==> src/hdl/bba_pkg.sv <==
package bba_pkg;

    localparam int MAX_BLOCKS  = 65536;
    localparam int CHUNK_BYTES = 4096;

    localparam int WORD_BITS   = 64;
    localparam int WORDS       = (MAX_BLOCKS + WORD_BITS - 1) / WORD_BITS;
    localparam int WORD_AW     = $clog2(WORDS);
    localparam int BIT_AW      = $clog2(WORD_BITS);
    localparam int CHUNK_WORDS = CHUNK_BYTES * 8 / WORD_BITS;

    localparam int OP_W        = 2;
    localparam int BLOCK_W     = 16;
    localparam int COUNT_W     = 17;
    localparam int CHUNKS_W    = 2;
    localparam int CFG_W       = 17;
    localparam int CFG_INDEX_W = 1;

    localparam int SPAN_RAW_W  = $clog2(((1 << CHUNKS_W) - 1) * CHUNK_WORDS + 1);
    localparam int SPAN_W      = (SPAN_RAW_W > WORD_AW + 1) ? SPAN_RAW_W : WORD_AW + 1;

    localparam logic [OP_W-1:0] OP_ALLOC   = 2'd0;
    localparam logic [OP_W-1:0] OP_FREE    = 2'd1;
    localparam logic [OP_W-1:0] OP_RESERVE = 2'd2;

    localparam logic [CFG_INDEX_W-1:0] CFG_TOTAL_BLOCKS  = 1'b0;
    localparam logic [CFG_INDEX_W-1:0] CFG_BITMAP_CHUNKS = 1'b1;

    localparam logic [COUNT_W-1:0]  TOTAL_RESET  = 17'd65536;
    localparam logic [CHUNKS_W-1:0] CHUNKS_RESET = 2'd2;

    typedef struct packed {
        logic clr_wr;
        logic capture;
        logic scan_first;
        logic scan_next;
        logic tgt_rd;
        logic alloc_commit;
        logic rmw_commit;
        logic fail;
    } bba_cmd_t;

    typedef struct packed {
        logic [OP_W-1:0] op;
        logic            clear_last;
        logic            alloc_ok;
        logic            tgt_ok;
        logic            has_clear;
        logic            found_ok;
        logic            last_word;
    } bba_status_t;

endpackage

==> src/hdl/bba_ctrl.sv <==
module bba_ctrl (
    input  logic                 clk,
    input  logic                 rst_n,
    input  logic                 start,
    input  bba_pkg::bba_status_t status,
    output bba_pkg::bba_cmd_t    cmd,
    output logic                 busy
);
    import bba_pkg::*;

    localparam logic [2:0] ST_CLEAR  = 3'd0;
    localparam logic [2:0] ST_IDLE   = 3'd1;
    localparam logic [2:0] ST_DECODE = 3'd2;
    localparam logic [2:0] ST_SCAN   = 3'd3;
    localparam logic [2:0] ST_RMW    = 3'd4;

    logic [2:0] state_reg;
    logic [2:0] state_next;

    always_ff @(posedge clk or negedge rst_n)
    begin
        if (!rst_n)
        begin
            state_reg <= ST_CLEAR;
        end
        else
        begin
            state_reg <= state_next;
        end
    end

    always_comb
    begin
        cmd        = '0;
        state_next = state_reg;
        unique case (state_reg)
            ST_CLEAR:
            begin
                cmd.clr_wr = 1'b1;
                if (status.clear_last)
                begin
                    state_next = ST_IDLE;
                end
            end
            ST_IDLE:
            begin
                if (start)
                begin
                    cmd.capture = 1'b1;
                    state_next  = ST_DECODE;
                end
            end
            ST_DECODE:
            begin
                unique case (status.op)
                    OP_ALLOC:
                    begin
                        if (status.alloc_ok)
                        begin
                            cmd.scan_first = 1'b1;
                            state_next     = ST_SCAN;
                        end
                        else
                        begin
                            cmd.fail   = 1'b1;
                            state_next = ST_IDLE;
                        end
                    end
                    OP_FREE, OP_RESERVE:
                    begin
                        if (status.tgt_ok)
                        begin
                            cmd.tgt_rd = 1'b1;
                            state_next = ST_RMW;
                        end
                        else
                        begin
                            cmd.fail   = 1'b1;
                            state_next = ST_IDLE;
                        end
                    end
                    default:
                    begin
                        cmd.fail   = 1'b1;
                        state_next = ST_IDLE;
                    end
                endcase
            end
            ST_SCAN:
            begin
                priority if (status.has_clear)
                begin
                    cmd.alloc_commit = status.found_ok;
                    cmd.fail         = !status.found_ok;
                    state_next       = ST_IDLE;
                end
                else if (status.last_word)
                begin
                    cmd.fail   = 1'b1;
                    state_next = ST_IDLE;
                end
                else
                begin
                    cmd.scan_next = 1'b1;
                end
            end
            ST_RMW:
            begin
                cmd.rmw_commit = 1'b1;
                state_next     = ST_IDLE;
            end
            default:
            begin
                state_next = ST_IDLE;
            end
        endcase
    end

    assign busy = (state_reg != ST_IDLE);

endmodule

==> config.mk <==
export PLATFORM = sky130hd
export DESIGN_NAME = bba_ctrl
export DESIGN_NICKNAME = d
export VERILOG_FILES = /design/src/hdl/bba_pkg.sv /design/src/hdl/bba_ctrl.sv
export SDC_FILE = /design/constraint.sdc
export NUM_CORES = 1
export LEC_CHECK = 0
export BUFFER_PORTS_ARGS = -buffer_cell sky130_fd_sc_hd__clkbuf_2
export CAP_MARGIN = 5
export CORE_AREA = 2 2 39 41
export CTS_BUF_LIST = sky130_fd_sc_hd__clkbuf_4 sky130_fd_sc_hd__clkbuf_8
export DETAILED_ROUTE_END_ITERATION = 8
export DIE_AREA = 0 0 41 43
export GPL_TIMING_DRIVEN = 0
export PLACE_DENSITY = 0.52
export REMOVE_ABC_BUFFERS = 1
export SETUP_SLACK_MARGIN = 0.3
export SYNTH_ARGS = -nofsm -noshare
export SYNTH_HDL_FRONTEND = slang
export SYNTH_SLANG_ARGS = --single-unit
==> constraint.sdc <==
create_clock -name clk -period 2.3 [get_ports clk]
set_input_delay 0.115 -clock clk [delete_from_list [all_inputs] [get_ports clk]]
set_output_delay 0.115 -clock clk [all_outputs]
set_load 0.005 [all_outputs]
==> impl_metrics.tcl, run 1 <==
set metrics [dict create \
    grt_pass1_vias 298 \
    min_path_type "in -> reg" \
    r2r_cells 3 \
    seq_area_frac_synth 0.250 \
    rsz0062_at_grt "no" \
    dr.pass1.iters 2 \
    synth_ff_type "dfrtp_1" \
    antenna_found_initial 0 \
    syn_to_final_growth_pct 47.9 \
    via_per_inst 4.37 \
    placed_area_um2 404 \
    tns_ps 0 \
    highest_layer "met3" \
    setup_violations 0 \
    min_period_over_period 0.644 \
    hold_ws_ps 152 \
    critPathKind "reg -> out" \
    ys.warnings.count 0 \
    hold_viol_final 0 \
    insertion_delay_ps 230 \
    die_h_um 43 \
    wl_met2_um 319 \
    cts.clk_slew.worst_paths_ps 40 \
    avgSynthCellArea_um2 8.34 \
    post-dp-hpwl_um 562 \
    start_kind "flip-flop" \
    tritoncts "yes" \
    met1_length_um 290 \
    whs_path_depth 3 \
    fin_area_um2 444 \
    rows 14 \
    dp_worst_setup_slack_ps 1050 \
    cts_root_buffer "clkbuf_4" \
    nets 73 \
    io_buffers 19 \
    max_slew_margin 0.801 \
    die_w_um 41 \
    yosys.area.top_type "dfrtp_1" \
    first_iter_violations 1 \
    gp_congestion 0.649 \
    antenna_cells 0 \
    status "finished, final reports clean" \
    drc 0 \
    ys_types 22 \
    cp_max_fo 10 \
    async_flop_share 1.00 \
    io_pins 20 \
    core_um2 1380 \
    yosysTopAreaCellShare 0.250 \
    setup_slack_ps 819 \
    power_density_nw_per_um2 874 \
    cts-buffers-inserted 3 \
    clockBufferDepth 2 \
    syn-instance-count 36 \
    drive_gt1_frac 0.458 \
    grtUsageTotal 0.0896 \
    grt_max_degree 11 \
    wl_per_cell_um 8.91 \
    endpoint_kind "output pin" \
    fmax_mhz 675 \
    synthTopCellsByArea "dfrtp_1 25%, ha_1 8.3%, nand2b_1 6.3%" \
    syn_area_um2 300 \
    grt_pass1_wl_um 1080 \
    wl_met3_um 57 \
    cts_sinks 3 \
    routed_wl_um 668 \
    ys_seq_elements 3 \
    synth.most_common_cell "inv_1" \
    ir_worst_vdd_v 0.000234 \
    cts-htree-levels 1 \
    max-cap-violations 0 \
    maxSlewViolCount 0 \
    die-area_um2 1760 \
    largest_reg_flops 3 \
    arrival_ps 1370 \
    globalRouteOverflowTotal 0 \
    finalCriticalPeriod_ps 1480 \
    antenna_left 0 \
    worst-endpoint-required_ps 2180 \
    tightest_slew_ps 296 \
    synth_edf_count 0 \
    worst_clock_skew_ps 0.225 \
    via_count 328 \
    start_util 0.217 \
    p_leak_nw 0.248 \
]
## metrics by stage
stage / power [W] / std cells / util
5_1_grt: 0.000433 / 75 / 0.321
2_1_floorplan: 0.000217 / 35 / -
4_1_cts: 0.000399 / 75 / 0.321
3_5_place_dp: 0.000290 / 70 / 0.292
3_3_place_gp: 0.000290 / 70 / 0.292
6_report: 0.000388 / 75 / 0.321
## logic make-up (layout without fill, tap and decap cells)
logic type | Yosys count | after routing | synth area share
and+or+nand+nor | 19 | 19 | 0.383
adders and majority gates | 2 | 2 | 0.0833
AOI/OAI and AO/OA | 7 | 7 | 0.196
buffers and inverters | 5 | 28 | 0.0875
DFF | 3 | 3 | 0.250
## area by class of cell
class / count / area (µm²)
Fill cell: 155 / 940
Multi-Input combinational cell: 28 / 199
Timing Repair Buffer: 20 / 105
Sequential cell: 3 / 75.1
Clock buffer: 4 / 30.0
Tap cell: 16 / 20.0
Inverter: 4 / 15.0
## worst max-delay path, cell delays in order, from the launching register on
cell	delay (ps)
dfrtp_1	500
inv_1	110
or2_1	250
nor3_1	130
clkbuf_2	140
## metal layers
layer  vias up  track usage
met5         -            0
met4         0       0.0600
met3         0       0.0157
met2        14        0.128
met1       140        0.117
li1        174            -
## final timing paths
path	from	end	slack, ps
hold / removal	start	state_reg[1]	150
hold reg to reg	state_reg[2]	state_reg[1]	680
min in group asynchronous	rst_n	state_reg[1]	220
setup reg to reg	state_reg[0]	state_reg[1]	1190
setup / recovery	state_reg[0]	cmd[4]	820
max in group asynchronous	rst_n	state_reg[2]	1980
## power breakdown
part	internal, W	switching [W]
Sequential	0.0000707	0.0000348
Clock	0.0000767	0.0000268
Combinational	0.0000959	0.0000835
## cells in the final DEF (no fill, tap or decap)
master / count
a22oi_1: 1
o21a_1: 1
o21ai_0: 1
nor3_1: 3
and2b_1: 1
dlygate4sd3_1: 1
and3_2: 1
a221oi_1: 1
nand2b_1: 3
clkbuf_2: 19
inv_1: 4
and3_1: 1
and3_4: 1
a2bb2oi_2: 1
a211oi_1: 1
nand2_1: 3
dfrtp_1: 3
clkbuf_4: 4
nor3b_2: 1
nor2_1: 3
or2_1: 1
a21boi_1: 1
ha_1: 2
nor3b_1: 1
## what timing repair did
item	CTS	global route
resized for setup	0	0
setup buffers	0	0
hold buffers	1	0
endpoints found under the setup margin	0	0
hold endpoints to repair	3	0
(Power assumes the default switching activity.)
==> run 2, diff against run 1 <==
--- a/config.mk
+++ b/config.mk
@@ -5,6 +5,7 @@
 export SDC_FILE = /design/constraint.sdc
 export NUM_CORES = 1
 export LEC_CHECK = 0
+export ABC_AREA = 1
 export BUFFER_PORTS_ARGS = -buffer_cell sky130_fd_sc_hd__clkbuf_2
 export CAP_MARGIN = 5
 export CORE_AREA = 2 2 39 41
@@ -12,7 +13,7 @@
 export DETAILED_ROUTE_END_ITERATION = 8
 export DIE_AREA = 0 0 41 43
 export GPL_TIMING_DRIVEN = 0
-export PLACE_DENSITY = 0.52
+export PLACE_DENSITY = 0.56
 export REMOVE_ABC_BUFFERS = 1
 export SETUP_SLACK_MARGIN = 0.3
 export SYNTH_ARGS = -nofsm -noshare
==> constraint.sdc (replaced) <==
create_clock -name clk -period 1.3 [get_ports clk]
set_input_delay 0.065 -clock clk [delete_from_list [all_inputs] [get_ports clk]]
set_output_delay 0.065 -clock clk [all_outputs]
set_load 0.005 [all_outputs]
==> run 2 against run 1 <==
Compared with the run above:
- critical path depth increased by 1
- routed wire length increased by 36%
- clock skew increased by 4.2 ps
- clock power increased by 87%
- count of clock-buffer cells in the layout unchanged
- highest routed layer is now met4
- combinational power increased to 3.9 times the previous value
- synthesized cell count increased by 47%
- final area increased by 43%
==> impl_metrics.tcl, run 2 <==
set metrics [dict create \
    status "finished, final reports clean" \
    io_buffers 19 \
    synth_common_cells "12 x nand2_1, 8 x inv_1, 7 x nor2_1" \
    cts.clk_slew.worst_paths_ps 40 \
    gp_congestion 0.783 \
    yosysTopAreaCellShare 0.232 \
    finalCriticalPeriod_ps 1240 \
    rows 14 \
    syn_area_um2 324 \
    antenna_left 0 \
    antenna_found_initial 0 \
    cts_sinks 3 \
    worstReg2RegStart "state_reg[0]" \
    async_flop_share 1.00 \
    die_h_um 43 \
    final_cell_mix "13 x clkbuf_2, 11 x nand2_1, 7 x inv_1" \
    syn-instance-count 53 \
    grtUsageTotal 0.129 \
    synth.most_common_cell "nand2_1" \
    synth_ff_type "dfrtp_1" \
    syn_to_final_growth_pct 95.8 \
    tns_ps 0 \
    worst_clock_skew_ps 4.39 \
    worstSetupEndpoint "cmd[0]" \
    core_um2 1380 \
    hold_viol_final 0 \
    power_density_nw_per_um2 1740 \
    first_iter_violations 2 \
    start_kind "flip-flop" \
    grt_pass1_vias 390 \
    clockBufferDepth 2 \
    wl_per_cell_um 9.16 \
    p_leak_nw 0.346 \
    ys_seq_elements 3 \
    routed_wl_um 907 \
    hold_ws_ps 60.9 \
    min_period_over_period 0.954 \
    max-cap-violations 0 \
    dr.pass1.iters 4 \
    critPathKind "reg -> out" \
    avgSynthCellArea_um2 6.11 \
    grt_max_degree 7 \
    worst-endpoint-required_ps 1240 \
    ys_types 15 \
    maxSlewViolCount 0 \
    crit_path_start "state_reg[0]" \
    fillers 152 \
    grt_pass1_wl_um 1410 \
    arrival_ps 1180 \
    synthTopCellsByArea "dfrtp_1 23%, nand2_1 14%, inv_1 9.3%" \
    setup_slack_ps 59.4 \
    tritoncts "yes" \
    cts_root_buffer "clkbuf_4" \
    ir_worst_vdd_v 0.000588 \
    post-dp-hpwl_um 603 \
    reg2reg_slack_ps 150 \
    nets 97 \
    r2r_cells 7 \
    ys.warnings.count 0 \
    seq_area_um2 78.8 \
    multi_input_area_um2 279 \
    rsz0062_at_grt "yes" \
    via_per_inst 4.39 \
    cts-htree-levels 1 \
    min_path_type "in -> reg" \
    yosys.area.top_type "dfrtp_1" \
    r2r_end "state_reg[1]" \
    insertion_delay_ps 240 \
    via_count 435 \
    max_slew_margin 0.877 \
    final_common_cell "clkbuf_2" \
    cts-buffers-inserted 3 \
    fmax_mhz 806 \
    endpoint_kind "output pin" \
    finalPower_w 0.00110 \
    start_util 0.234 \
    io_pins 20 \
    setup_violations 0 \
    globalRouteOverflowTotal 0 \
    die_w_um 41 \
    seq_area_frac_synth 0.232 \
    dp_worst_setup_slack_ps 226 \
    synth_edf_count 0 \
    drc 0 \
    die-area_um2 1760 \
    cp_max_fo 4 \
    largest_reg_flops 3 \
    antenna_cells 0 \
    drive_gt1_frac 0.639 \
    tightest_slew_ps 184 \
]
[run 2: cell families (layout without fill, tap and decap cells)]
group,count (synthesis),count (layout),share of synthesized area
AND/OR/NAND/NOR,33,33,0.498
buffers and inverters,11,41,0.127
AO/OA/AOI/OAI,4,4,0.0656
flip-flops,3,3,0.232
adder cells (fa/ha/maj),2,2,0.0772
[run 2: power breakdown]
group	internal (W)	leakage, nW	switching [W]	total (W)
Sequential	0.000133	0.0343	0.0000708	0.000204
Clock	0.000136	0.0184	0.0000563	0.000193
Combinational	0.000365	0.294	0.000341	0.000706
[run 2: per-stage QoR]
stage / instances / area, µm² / util
finish: 99 / 634 / 0.458
detailed placement: 88 / 439 / 0.317
global placement: 88 / 439 / 0.317
floorplan: 53 / 324 / -
global route: 99 / 634 / 0.458
CTS: 98 / 561 / 0.405
[run 2: worst min path at each step]
stage / slack (ps) / startpoint / to / cells after the start
2_1_floorplan: -230 / rst_n / state_reg[0] / 0
3_3_place_gp: -140 / rst_n / state_reg[2] / 1
3_5_place_dp: -140 / rst_n / state_reg[1] / 1
4_1_cts: 60 / status[3] / state_reg[2] / 3
5_1_grt: 80 / status[3] / state_reg[2] / 3
6_report: 60 / status[3] / state_reg[2] / 3
[run 2: layer usage]
metal	vias to the layer above	GRT usage	share of wire
met4	0	0.120	0.041
met5	-	0	0
met1	196	0.117	0.33
met2	12	0.203	0.57
met3	4	0.0471	0.057
li1	223	-	-
[run 2: worst max-delay path, stage by stage (launching register included)]
cell      delay (ps)
dfrtp_2          430
nand2_4           80
nor2_4           110
nand2_2           60
o22ai_2          130
clkbuf_2         130
[run 2: repair_timing]
item,CTS,global route
gates resized for setup,10,23
hold buffers,1,0
buffers inserted,5,1
pin swaps,1,4
endpoints found under the setup margin,11,11
hold endpoints to repair,3,0
[run 2: cell type report]
class | instances | share of cell area
clock buffer | 4 | 0.0473
tap | 16 | 0.0316
sequential | 3 | 0.124
inverter | 11 | 0.0769
timing repair buffer | 26 | 0.280
multi-input combinational | 39 | 0.440
